==> src/hdl/swmf_pkg.sv <==
`timescale 1ns / 1ps
// ----------------------------------------------------------------------------
// Scan window minimum filter package
// Shared widths, reset values, register map and transfer types.
// ----------------------------------------------------------------------------
package swmf_pkg;

  // range samples and results, in millimetres
  localparam int RANGE_BITS = 16;
  localparam int WSIZE_BITS = 5;

  // default largest half-width of the window
  localparam int DEF_MAX_HALF_WINDOW = 8;

  // register port
  localparam int APB_ADDR_BITS = 3;
  localparam int APB_DATA_BITS = 32;
  localparam int REG_SEL_BIT   = 2;

  // register index, taken from the word address bit
  localparam logic REG_WINDOW_SIZE = 1'b0;
  localparam logic REG_NO_RETURN   = 1'b1;

  // register reset values
  localparam logic [WSIZE_BITS-1:0] RST_WINDOW_SIZE = 5'd5;
  localparam logic [RANGE_BITS-1:0] RST_NO_RETURN   = 16'd30000;

  typedef logic [RANGE_BITS-1:0] range_t;

  typedef struct packed {
    logic [RANGE_BITS-1:0] range_sample;
    logic                  last_in_scan;
  } sample_t;

  typedef struct packed {
    logic [RANGE_BITS-1:0] filtered_range;
    logic                  last_out;
  } result_t;

  // window control from the sequencer
  typedef struct packed {
    logic shift;    // take a new sample into the window
    logic restart;  // scan is done, clear the sample count
  } win_ctl_t;

endpackage

==> src/hdl/scan_window_min_filter_core.sv <==
`timescale 1ns / 1ps
// ----------------------------------------------------------------------------
// Scan window minimum filter
// Centred sliding-window minimum over the range samples of one laser scan.
//
// Samples enter on the sample channel (valid/stall), one per cycle, in scan
// order; the final sample of a scan carries last_in_scan. Results leave on
// the result channel through a two-entry output queue. The result for a
// sample is formed at the edge that transfers the sample h positions later
// (h = half-width) and is written into the output queue at that edge.
// Throughput is one sample per cycle while not stalled. A last sample releases up to h+1
// results: the first in its own transfer cycle, the rest one per cycle from
// the flush counter while the output queue has room, with the input stalled.
// The input also stalls while both output queue entries are held by a
// stalled receiver; no result is dropped or repeated.
// Registers (APB): window size at 0x0, no-return code at 0x4. Write them
// only while no scan is in flight.
// Reset restores register defaults and clears the sample count, flush state
// and output queue; window contents are not cleared and are never read
// before being written in the current scan.
// ----------------------------------------------------------------------------
module scan_window_min_filter_core #(
  parameter int MAX_HALF_WINDOW = swmf_pkg::DEF_MAX_HALF_WINDOW
) (
  input  logic                               clk,
  input  logic                               rst,
  input  logic                               psel,
  input  logic                               penable,
  input  logic                               pwrite,
  input  logic [swmf_pkg::APB_ADDR_BITS-1:0] paddr,
  input  logic [swmf_pkg::APB_DATA_BITS-1:0] pwdata,
  output logic [swmf_pkg::APB_DATA_BITS-1:0] prdata,
  output logic                               pready,
  input  logic                               sample_valid,
  output logic                               sample_stall,
  input  swmf_pkg::sample_t                  sample_data,
  output logic                               result_valid,
  input  logic                               result_stall,
  output swmf_pkg::result_t                  result_data
);
  import swmf_pkg::*;

  localparam int HW_BITS   = $clog2(MAX_HALF_WINDOW + 1);
  localparam int DEPTH     = 2 * MAX_HALF_WINDOW + 1;
  localparam int SEEN_BITS = $clog2(DEPTH + 1);

  logic [HW_BITS-1:0]   half_width;
  range_t               no_return;
  logic [SEEN_BITS-1:0] seen_view;
  logic [SEEN_BITS-1:0] seen_m1;
  range_t               result_range;
  win_ctl_t             win_ctl;
  result_t              push_data;
  logic                 buf_full;

  logic                 accept;
  logic                 last;
  logic [HW_BITS-1:0]   top_pos;
  logic [HW_BITS-1:0]   emit_pos;
  logic                 emit;
  logic                 emit_last;
  logic                 restart;

  logic                 flushing;
  logic                 flushing_next;
  logic [HW_BITS-1:0]   flush_pos;
  logic [HW_BITS-1:0]   flush_pos_next;

  swmf_regs #(
    .MAX_HALF_WINDOW (MAX_HALF_WINDOW)
  ) u_regs (
    .clk        (clk),
    .rst        (rst),
    .psel       (psel),
    .penable    (penable),
    .pwrite     (pwrite),
    .paddr      (paddr),
    .pwdata     (pwdata),
    .prdata     (prdata),
    .pready     (pready),
    .half_width (half_width),
    .no_return  (no_return)
  );

  swmf_window #(
    .MAX_HALF_WINDOW (MAX_HALF_WINDOW)
  ) u_window (
    .clk          (clk),
    .rst          (rst),
    .ctl          (win_ctl),
    .sample       (sample_data.range_sample),
    .pos          (emit_pos),
    .half_width   (half_width),
    .no_return    (no_return),
    .seen_view    (seen_view),
    .result_range (result_range)
  );

  swmf_out_buf u_out_buf (
    .clk          (clk),
    .rst          (rst),
    .push         (emit),
    .push_data    (push_data),
    .full         (buf_full),
    .result_valid (result_valid),
    .result_stall (result_stall),
    .result_data  (result_data)
  );

  // hold the input while flushing or while the output queue is full
  assign sample_stall = flushing || buf_full;
  assign accept       = sample_valid && !sample_stall;
  assign last         = sample_data.last_in_scan;

  // oldest position to release on a last sample: h, clipped by scan length
  assign seen_m1 = seen_view - 1'b1;
  assign top_pos = (seen_m1 < SEEN_BITS'(half_width)) ? HW_BITS'(seen_m1) : half_width;

  // pick the window position and decide whether a result is produced
  always_comb begin
    flushing_next  = flushing;
    flush_pos_next = flush_pos;
    if (flushing) begin
      emit_pos  = flush_pos;
      emit      = !buf_full;
      emit_last = (flush_pos == '0);
      restart   = !buf_full && (flush_pos == '0);
      if (!buf_full) begin
        if (flush_pos == '0) begin
          flushing_next = 1'b0;
        end else begin
          flush_pos_next = flush_pos - 1'b1;
        end
      end
    end else if (last) begin
      emit_pos  = top_pos;
      emit      = accept;
      emit_last = (top_pos == '0);
      restart   = accept && (top_pos == '0);
      if (accept && (top_pos != '0)) begin
        flushing_next  = 1'b1;
        flush_pos_next = top_pos - 1'b1;
      end
    end else begin
      emit_pos  = half_width;
      emit      = accept && (seen_view > SEEN_BITS'(half_width));
      emit_last = 1'b0;
      restart   = 1'b0;
    end
  end

  assign win_ctl.shift   = accept;
  assign win_ctl.restart = restart;

  assign push_data.filtered_range = result_range;
  assign push_data.last_out       = emit_last;

  // flush sequencer
  always_ff @(posedge clk) begin
    if (rst) begin
      flushing  <= 1'b0;
      flush_pos <= '0;
    end else begin
      flushing  <= flushing_next;
      flush_pos <= flush_pos_next;
    end
  end

  // never push into a full queue
  assert property (@(posedge clk) disable iff (rst) emit |-> !buf_full)
    else $error("result pushed into full output queue");

  // a flush ends only after releasing the scan's final result
  assert property (@(posedge clk) disable iff (rst)
    ($fell(flushing) && !$past(rst)) |-> $past(emit && emit_last))
    else $error("flush ended without final result");

  // a last sample with pending results starts the flush one position lower
  assert property (@(posedge clk) disable iff (rst)
    (accept && last && (top_pos != '0)) |=>
      (flushing && (flush_pos == $past(top_pos) - 1'b1)))
    else $error("flush did not start at the expected position");

  // each flush step moves one position toward the newest sample
  assert property (@(posedge clk) disable iff (rst)
    (flushing && emit && (flush_pos != '0)) |=>
      (flushing && (flush_pos == $past(flush_pos) - 1'b1)))
    else $error("flush position skipped or held");

endmodule

==> src/hdl/swmf_regs.sv <==
`timescale 1ns / 1ps
// ----------------------------------------------------------------------------
// Scan window minimum filter configuration registers
// APB register file for window size and no-return code; derives the
// saturated half-width of the window.
// ----------------------------------------------------------------------------
module swmf_regs #(
  parameter int   MAX_HALF_WINDOW = swmf_pkg::DEF_MAX_HALF_WINDOW,
  localparam int  HW_BITS         = $clog2(MAX_HALF_WINDOW + 1)
) (
  input  logic                               clk,
  input  logic                               rst,
  input  logic                               psel,
  input  logic                               penable,
  input  logic                               pwrite,
  input  logic [swmf_pkg::APB_ADDR_BITS-1:0] paddr,
  input  logic [swmf_pkg::APB_DATA_BITS-1:0] pwdata,
  output logic [swmf_pkg::APB_DATA_BITS-1:0] prdata,
  output logic                               pready,
  output logic [HW_BITS-1:0]                 half_width,
  output swmf_pkg::range_t                   no_return
);
  import swmf_pkg::*;

  logic [WSIZE_BITS-1:0] window_size;
  logic [WSIZE_BITS-1:0] size_eff;
  logic [WSIZE_BITS-1:0] size_m1;
  logic [WSIZE_BITS-1:0] half_raw;
  logic                  wr_en;

  assign pready = 1'b1;
  assign wr_en  = psel && penable && pwrite;

  // write registers on the access cycle
  always_ff @(posedge clk) begin
    if (rst) begin
      window_size <= RST_WINDOW_SIZE;
      no_return   <= RST_NO_RETURN;
    end else if (wr_en) begin
      case (paddr[REG_SEL_BIT])
        REG_WINDOW_SIZE: window_size <= pwdata[WSIZE_BITS-1:0];
        REG_NO_RETURN:   no_return   <= pwdata[RANGE_BITS-1:0];
        default: ;
      endcase
    end
  end

  // read back
  always_comb begin
    case (paddr[REG_SEL_BIT])
      REG_WINDOW_SIZE: prdata = APB_DATA_BITS'(window_size);
      REG_NO_RETURN:   prdata = APB_DATA_BITS'(no_return);
      default:         prdata = '0;
    endcase
  end

  // half-width: size zero counts as one, saturate at MAX_HALF_WINDOW
  always_comb begin
    size_eff = (window_size == '0) ? WSIZE_BITS'(1) : window_size;
    size_m1  = size_eff - 1'b1;
    half_raw = size_m1 >> 1;
    if (int'(half_raw) > MAX_HALF_WINDOW) begin
      half_width = HW_BITS'(MAX_HALF_WINDOW);
    end else begin
      half_width = HW_BITS'(half_raw);
    end
  end

endmodule

==> src/hdl/swmf_window.sv <==
`timescale 1ns / 1ps
// ----------------------------------------------------------------------------
// Scan window minimum filter sample window
// Shift line of recent samples with a running prefix minimum per tap, a
// saturating sample count, and the result select for one window position.
// ----------------------------------------------------------------------------
module swmf_window #(
  parameter int  MAX_HALF_WINDOW = swmf_pkg::DEF_MAX_HALF_WINDOW,
  localparam int HW_BITS         = $clog2(MAX_HALF_WINDOW + 1),
  localparam int DEPTH           = 2 * MAX_HALF_WINDOW + 1,
  localparam int SEEN_BITS       = $clog2(DEPTH + 1)
) (
  input  logic                    clk,
  input  logic                    rst,
  input  swmf_pkg::win_ctl_t      ctl,
  input  swmf_pkg::range_t        sample,
  input  logic [HW_BITS-1:0]      pos,
  input  logic [HW_BITS-1:0]      half_width,
  input  swmf_pkg::range_t        no_return,
  output logic [SEEN_BITS-1:0]    seen_view,
  output swmf_pkg::range_t        result_range
);
  import swmf_pkg::*;

  localparam int IDX_BITS = $clog2(DEPTH);

  range_t win       [DEPTH];
  range_t pmin      [DEPTH];
  range_t win_next  [DEPTH];
  range_t pmin_next [DEPTH];

  logic [SEEN_BITS-1:0] seen;
  logic [SEEN_BITS-1:0] seen_inc;
  logic [SEEN_BITS-1:0] seen_m1;
  logic [IDX_BITS-1:0]  pos_idx;
  logic [IDX_BITS-1:0]  reach_idx;
  logic [IDX_BITS-1:0]  last_idx;
  logic [IDX_BITS-1:0]  hi_idx;
  range_t               centre;
  range_t               prefix;

  // shift in the new sample; each tap keeps the minimum of itself and newer
  always_comb begin
    for (int k = 0; k < DEPTH; k++) begin
      if (!ctl.shift) begin
        win_next[k]  = win[k];
        pmin_next[k] = pmin[k];
      end else if (k == 0) begin
        win_next[k]  = sample;
        pmin_next[k] = sample;
      end else begin
        win_next[k]  = win[k-1];
        pmin_next[k] = (sample < pmin[k-1]) ? sample : pmin[k-1];
      end
    end
  end

  always_ff @(posedge clk) begin
    win  <= win_next;
    pmin <= pmin_next;
  end

  // samples of the current scan, saturating at the window depth
  assign seen_inc  = (seen == SEEN_BITS'(DEPTH)) ? seen : seen + 1'b1;
  assign seen_view = ctl.shift ? seen_inc : seen;

  always_ff @(posedge clk) begin
    if (rst) begin
      seen <= '0;
    end else begin
      seen <= ctl.restart ? '0 : seen_view;
    end
  end

  // window reaches h taps older than pos, clipped at the scan start
  always_comb begin
    seen_m1   = seen_view - 1'b1;
    pos_idx   = IDX_BITS'(pos);
    reach_idx = pos_idx + IDX_BITS'(half_width);
    last_idx  = IDX_BITS'(seen_m1);
    hi_idx    = (reach_idx < last_idx) ? reach_idx : last_idx;
    centre    = win_next[pos_idx];
    prefix    = pmin_next[hi_idx];
    if (centre == no_return) begin
      result_range = no_return;
    end else begin
      result_range = (prefix < no_return) ? prefix : no_return;
    end
  end

endmodule

==> src/hdl/swmf_out_buf.sv <==
`timescale 1ns / 1ps
// ----------------------------------------------------------------------------
// Scan window minimum filter output buffer
// Two-entry result queue that decouples the receiver's stall from the
// sample input.
// ----------------------------------------------------------------------------
module swmf_out_buf (
  input  logic              clk,
  input  logic              rst,
  input  logic              push,
  input  swmf_pkg::result_t push_data,
  output logic              full,
  output logic              result_valid,
  input  logic              result_stall,
  output swmf_pkg::result_t result_data
);
  import swmf_pkg::*;

  localparam logic [1:0] BUF_DEPTH = 2'd2;

  result_t    mem [2];
  logic [1:0] count;
  logic       wr_ptr;
  logic       rd_ptr;
  logic       pop;

  assign pop          = result_valid && !result_stall;
  assign full         = (count == BUF_DEPTH);
  assign result_valid = (count != '0);
  assign result_data  = mem[rd_ptr];

  // store result payload
  always_ff @(posedge clk) begin
    if (push) begin
      mem[wr_ptr] <= push_data;
    end
  end

  // advance pointers and fill count
  always_ff @(posedge clk) begin
    if (rst) begin
      count  <= '0;
      wr_ptr <= 1'b0;
      rd_ptr <= 1'b0;
    end else begin
      if (push) begin
        wr_ptr <= ~wr_ptr;
      end
      if (pop) begin
        rd_ptr <= ~rd_ptr;
      end
      case ({push, pop})
        2'b10:   count <= count + 1'b1;
        2'b01:   count <= count - 1'b1;
        default: count <= count;
      endcase
    end
  end

endmodule

==> config.mk <==
export PLATFORM = sky130hd
export DESIGN_NAME = scan_window_min_filter_core
export DESIGN_NICKNAME = d
export VERILOG_FILES = /design/src/hdl/swmf_pkg.sv /design/src/hdl/scan_window_min_filter_core.sv /design/src/hdl/swmf_regs.sv /design/src/hdl/swmf_window.sv /design/src/hdl/swmf_out_buf.sv
export SDC_FILE = /design/constraint.sdc
export NUM_CORES = 2
export LEC_CHECK = 0
export ABC_AREA = 0
export BUFFER_PORTS_ARGS = -buffer_cell sky130_fd_sc_hd__buf_2
export CAP_MARGIN = 20
export CORE_ASPECT_RATIO = 2
export CORE_MARGIN = 3
export CORE_UTILIZATION = 39
export DETAILED_ROUTE_END_ITERATION = 10
export PLACE_DENSITY_LB_ADDON = 0.08
export SETUP_SLACK_MARGIN = 0.4
export SLEW_MARGIN = 40
export SYNTH_ARGS = -nofsm -noshare
export SYNTH_HDL_FRONTEND = slang
export SYNTH_SLANG_ARGS = --single-unit
==> constraint.sdc <==
create_clock -name clk -period 20 [get_ports clk]
set_input_delay 4 -clock clk [delete_from_list [all_inputs] [get_ports clk]]
set_output_delay 4 -clock clk [all_outputs]
set_load 0.03 [all_outputs]
* Word-level counts from Yosys, hierarchy flattened
Memory sizes are Yosys's and may differ from the RTL's. A register that Yosys moved wholly into a read port is not among the register bits.
Cells that the tools add are included.
W data, S select, Z words.
** Storage, ports and cells
- Flip-flop bits (word level) :: 579
- RAM bits :: 34
- Bits of input ports :: 59
- Output and inout bits :: 52
- Logic and storage cells :: 198
- Memories kept :: 1
** Cells by class
- $add $sub $neg :: 8
- Order comparisons :: 23
- Equality and inequality tests :: 7
- Mux-type cells :: 88
- Bitwise logic cells :: 5
- Reductions and logical operators :: 24
** Memories
- u_out_buf.mem :: words 2, bits a word 17, rd ports 1, clocked after Yosys merged registers in 1, wr ports 1, line swmf_out_buf.sv:21 : result_t mem [2];
** Operator list (count)
- $mux W16 :: 56
- $lt A16 B16 Y1 :: 17
- $bmux W16 S5 :: 2
- $pmux W32 S2 :: 1
- $mux W4 :: 9
- $mux W5 :: 4
- $eq A16 B16 Y1 :: 1
- $mux W1 :: 15
- $ge A6 B6 Y1 const B :: 2
- $sub A5 B1 Y5 const B :: 2
- $logic_and A1 B1 Y1 :: 8
- $logic_not A4 Y1 :: 2
- $reduce_bool A2 Y1 :: 4
- $sub A4 B1 Y4 const B :: 2
- $not A4 Y6 :: 1
- $not A5 Y6 :: 1
- $add A4 B4 Y5 :: 1
- $add A5 B1 Y5 const B :: 1
- $eq A5 B5 Y1 const B :: 1
- $gt A5 B4 Y1 :: 1
- $logic_not A5 Y1 :: 1
- $lt A5 B4 Y1 :: 1
- $lt A5 B5 Y1 :: 1
- $eq A2 B2 Y1 const B :: 2
- 13 further kinds :: 19

* Logic depth before layout (Yosys ltp)
- Depth after elaboration :: 20
- Mapped depth :: 51
- Depth with buffers taken out :: 45

* Hierarchy
From an unflattened synthesis, not the netlist that was laid out.
** Second synthesis, totals
- Cell total of the unflattened synthesis :: 4144
- Area total of the unflattened synthesis :: 37090.6 sq um
** Modules (own cells, without submodules)
- swmf_window :: instances 1, cells an instance 3814, area each 33688.6 sq um
- swmf_out_buf :: instances 1, cells an instance 78, area each 1440.1 sq um
- swmf_regs :: instances 1, cells an instance 141, area each 1122.3 sq um
- scan_window_min_filter_core :: instances 1, cells an instance 111, area each 839.6 sq um

* Worst setup path before layout
OpenSTA, ideal clock, no wires.
- Path kind :: in2reg
- Start :: input sample_valid
- End :: memory u_out_buf.mem[0][10] (netlist name), data pin
- Data arrival time :: 13.076 ns
- Path slack :: 6.662 ns
- Stages on the path :: 48
- Path buffers :: 8
- Cells stage by stage :: nand2b_4 nor3_4 xor2_1 inv_2 ha_1 inv_1 ha_1 nor2b_1 o211ai_1 nand3_1 a2111oi_4 nor2_1 mux2_4 clkinv_2 buf_6 buf_2 buf_2 ha_1 [12 not listed] buf_1 clkbuf_1 a21oi_1 a211o_1 o2111ai_1 ha_1 a21oi_1 nor2b_1 o21ai_0 nand2b_1 a21oi_1 nor2b_1 o21ai_0 nand2b_1 a221oi_1 o211ai_2 buf_12 mux2_4
** On the way
- Cells in the longest elaborated chain, start to end :: 17
** Ends and longest elaborated chain
- from (decl) :: line scan_window_min_filter_core.sv:34 : input logic sample_valid,
- $logic_and A1 B1 Y1 (*) :: line scan_window_min_filter_core.sv:112 : assign accept = sample_valid && !sample_stall;
- $mux W5 (*) :: line swmf_window.sv:65 : assign seen_view = ctl.shift ? seen_inc : seen;
- via seen_view[0] :: line scan_window_min_filter_core.sv:49 : logic [SEEN_BITS-1:0] seen_view;
- $sub A5 B1 Y5 (*) :: line scan_window_min_filter_core.sv:116, swmf_window.sv:77
- $lt A5 B4 Y1 :: line scan_window_min_filter_core.sv:117 : assign top_pos = (seen_m1 < SEEN_BITS'(half_width)) ? HW_BITS'(seen_m1) : half_width;
- $mux W4 :: line scan_window_min_filter_core.sv:117
- $mux W4 :: line scan_window_min_filter_core.sv:135 : end else if (last) begin
- $mux W4 :: line scan_window_min_filter_core.sv:123 : if (flushing) begin
- [2 not listed]
- $mux W5 :: line swmf_window.sv:81 : hi_idx = (reach_idx < last_idx) ? reach_idx : last_idx;
- $not A5 Y6 (not written as such) :: line swmf_window.sv:83 : prefix = pmin_next[hi_idx];
- $bmux W16 S5 :: line swmf_window.sv:83
- $mux W16 (not written as such) (2 in series) :: line swmf_window.sv:83
- $lt A16 B16 Y1 :: line swmf_window.sv:87 : result_range = (prefix < no_return) ? prefix : no_return;
- $mux W16 :: line swmf_window.sv:87
- $mux W16 (*) :: line swmf_window.sv:84 : if (centre == no_return) begin
- via result_range[9] :: line scan_window_min_filter_core.sv:51 : range_t result_range;
- to (decl) :: line swmf_out_buf.sv:21
The timed path passes the listed nets; every way through them passes the cells marked *. The select of a mux whose other input is x is not followed.

* Final worst setup path
- Start :: input sample_valid
- End :: memory u_out_buf.mem[1][16] (netlist name), data pin
** On the way
- Cells in the longest elaborated chain, start to end :: 17
** Ends and longest elaborated chain
- $logic_and A1 B1 Y1 (*) :: line scan_window_min_filter_core.sv:112
- $mux W5 :: line swmf_window.sv:65
- $sub A5 B1 Y5 :: line scan_window_min_filter_core.sv:116, swmf_window.sv:77
- $lt A5 B4 Y1 :: line scan_window_min_filter_core.sv:117
- $mux W4 :: line scan_window_min_filter_core.sv:117
- $mux W4 :: line scan_window_min_filter_core.sv:135
- $mux W4 :: line scan_window_min_filter_core.sv:123
- $add A4 B4 Y5 :: line swmf_window.sv:79 : reach_idx = pos_idx + IDX_BITS'(half_width);
- $lt A5 B5 Y1 :: line swmf_window.sv:81
- $mux W5 :: line swmf_window.sv:81
- $not A5 Y6 (not written as such) :: line swmf_window.sv:83
- $bmux W16 S5 :: line swmf_window.sv:83
- $mux W16 (not written as such) (2 in series) :: line swmf_window.sv:83
- $lt A16 B16 Y1 :: line swmf_window.sv:87
- $mux W16 :: line swmf_window.sv:87
- $mux W16 (*) :: line swmf_window.sv:84
- via result_range[15] :: line scan_window_min_filter_core.sv:51
Marks and branches as above.

==> key figures <==
Status
  – Status: complete, no violations

Clock tree
  – CTS Buffer Depth: 3
  – Resized Gates After CTS: 0
  – Total setup buffers inserted after CTS: 0
  – Hold_buf cts: 0
  – # clock sinks: 598
  – Skew-Pair Late Insertion Delay: 650 ps
  – TritonCTS Buffers: 58
  – CTS Root Cell: clkbuf_16
  – Clock transition at the registers of the reported paths: 70 ps
  – CTS tree: built
  – H-tree depth: 2

Timing
  – Final setup fails: 0
  – Period minus WS final: 15010 ps
  – Slew HR: 0.411
  – Skew final: 26.4 ps
  – Final hold vios: 0
  – F_max: 66.6 MHz
  – Final Cycle Share: 0.750
  – Worst slew pin tran: 874 ps
  – TNS Setup: 0 ps
  – RSZ-0062 raised after global routing: no
  – Max-slew violations: 0

Run
  – Total of max-cap violations: 0

Routing
  – Routed WL: 119000 microns
  – DRT iter0 DRCs: 1247
  – Vias: 29415
  – Drc violations: 0
  – Avg WL per Cell: 21.6 microns
  – Detailed-route vias per instance: 5.36
  – DRT antenna net count: 0
  – TritonRoute pass-1 iters: 5

Die
  – Core Footprint: 87300 sq um
  – DIE AREA: 92100 sq um
  – Starting Density: 0.394
  – # rows: 153
  – Die Width: 216 microns
  – Die H: 426 microns
  – I/O pin count: 111

Placement
  – HPWL after DPL: 87700 microns
  – GPL Wtd Cong: 0.862
  – # port buffers: 75

Synth
  – Post-synth ARST share: 0
  – Main synth FF type: dfxtp_1
  – Synth Instances: 4320
  – Synth cell types: 94
  – Seq/Total Area, Yosys: 0.358
  – Post-Syn Area: 34400 sq um
  – EDFF count, synth: 34
  – Syn_area_per_cell: 7.97 sq um
  – Synthesized flop and latch total: 598
  – Yosys warns: 0

Critical path
  – Startpoint Class: primary input
  – CP max stage cell: a221oi_1
  – Setup CP Type: in2reg
  – Worst EP required: 20380 ps
  – Critical path arrival: 15380 ps
  – R2r setup slk: 7690 ps
  – Max FO, Critical Path: 59
  – CP endpoint kind: register
  – CP peak stage delay: 630 ps

Final layout
  – Area Overhead vs Synth: 10.1%
  – Leading cell type in the layout, fill and taps excluded: nand2_1
  – Fin nets: 4619
  – Share of layout cells above drive strength 1: 0.0833
  – Commonest non-fill, non-tap cells in the layout: nand2_1 (974), dfxtp_1 (563), inv_1 (324)

Global route
  – Gr usage total: 0.253
  – Initial antenna violation count: 4
  – Largest net degree at the start of global routing: 211
  – Vias in the first global route: 29362
  – Congestion Overflow GR: 0
  – Global-route wire length before repair: 177000 microns

Min path
  – Worst hold-check path type: reg2reg
## flip-flops by register name, indices dropped and copies added (netlist names), named ones only
signal / flops
flush_pos: 4
flushing: 1
u_out_buf.count: 2
u_out_buf.mem: 34
u_out_buf.rd_ptr: 1
u_out_buf.wr_ptr: 1
u_regs.no_return: 16
u_regs.window_size: 5
u_window.pmin: 272
u_window.seen: 5
u_window.win: 256
## worst max-delay path: cells and delay by family
kind,cells,cell delay (ps)
compound gates,14,4060
mux,4,1960
simple gates,11,1630
fa+ha+maj,5,1540
buf+inv,5,1340
xor+xnor,2,760
## per-layer routing
metal | vias to the layer above | GRT usage | share of wire
met5 | - | 0 | 0
met4 | 0 | 0.163 | 0.075
met3 | 268 | 0.0236 | 0.024
met2 | 490 | 0.508 | 0.55
met1 | 13977 | 0.241 | 0.35
li1 | 14680 | - | -
## cell usage after synthesis (all sizes together), types with 39 or more instances
library cell | number | area, sq um
nand3 | 44 | 230
inv | 328 | 1230
mux2i | 278 | 2800
ha | 277 | 3470
nand2 | 977 | 3670
mux2 | 55 | 664
clkbuf | 172 | 647
o21ai | 287 | 1440
a21oi | 253 | 1270
buf | 96 | 517
or3 | 59 | 369
a21o | 88 | 661
nor3 | 39 | 229
dfxtp | 564 | 11300
nor2 | 294 | 1110
nand4 | 43 | 269
## through the flow
stage	hold slack, ps	cell area, sq um	setup WS (ps)	std cells	util
floorplan	418	34500	6660	4335	-
global placement	429	35900	4230	5381	0.411
detailed placement	432	35900	4320	5381	0.411
CTS	449	37800	4970	5481	0.433
global route	474	37900	4360	5484	0.434
finish	449	37900	4990	5485	0.434
## path summary, 6_finish.rpt
| kind | to | cells past startpoint | start |
|---|---|---|---|
| max reg2reg | u_out_buf.mem[1][16]$_DFFE_PP_ | 42 | flushing$_SDFF_PP0_ |
| min reg2reg | u_window.win[22]$_DFF_P_ | 2 | u_window.win[22]$_DFF_P_ |
| min | u_window.win[22]$_DFF_P_ | 2 | u_window.win[22]$_DFF_P_ |
| max | u_out_buf.mem[1][16]$_DFFE_PP_ | 41 | sample_valid |
## cell families (layout without fill, tap and decap cells)
logic type,count (synthesis),after routing,synth area share
AOI/OAI and AO/OA,898,898,0.163
buffers and inverters,597,584,0.0697
adders and majority gates,278,278,0.101
and+or+nand+nor,1582,1582,0.197
xor gates and xnor gates,25,25,0.00658
muxes,340,340,0.105
DFF,598,598,0.358
other,2,18,0.000218
## area by class of cell
class	instances	area, sq um
well taps	1162	1450
inverters	329	1240
diodes	1	2.50
flip-flops and latches	598	12300
clock inverters	12	191
clock buffers	88	1750
fillers	9244	49400
repair buffers	155	1070
multi-input cells	3140	19900
Power is not shown: default switching activity piles up to over one toggle a cycle in this logic, so the estimate is an artifact.
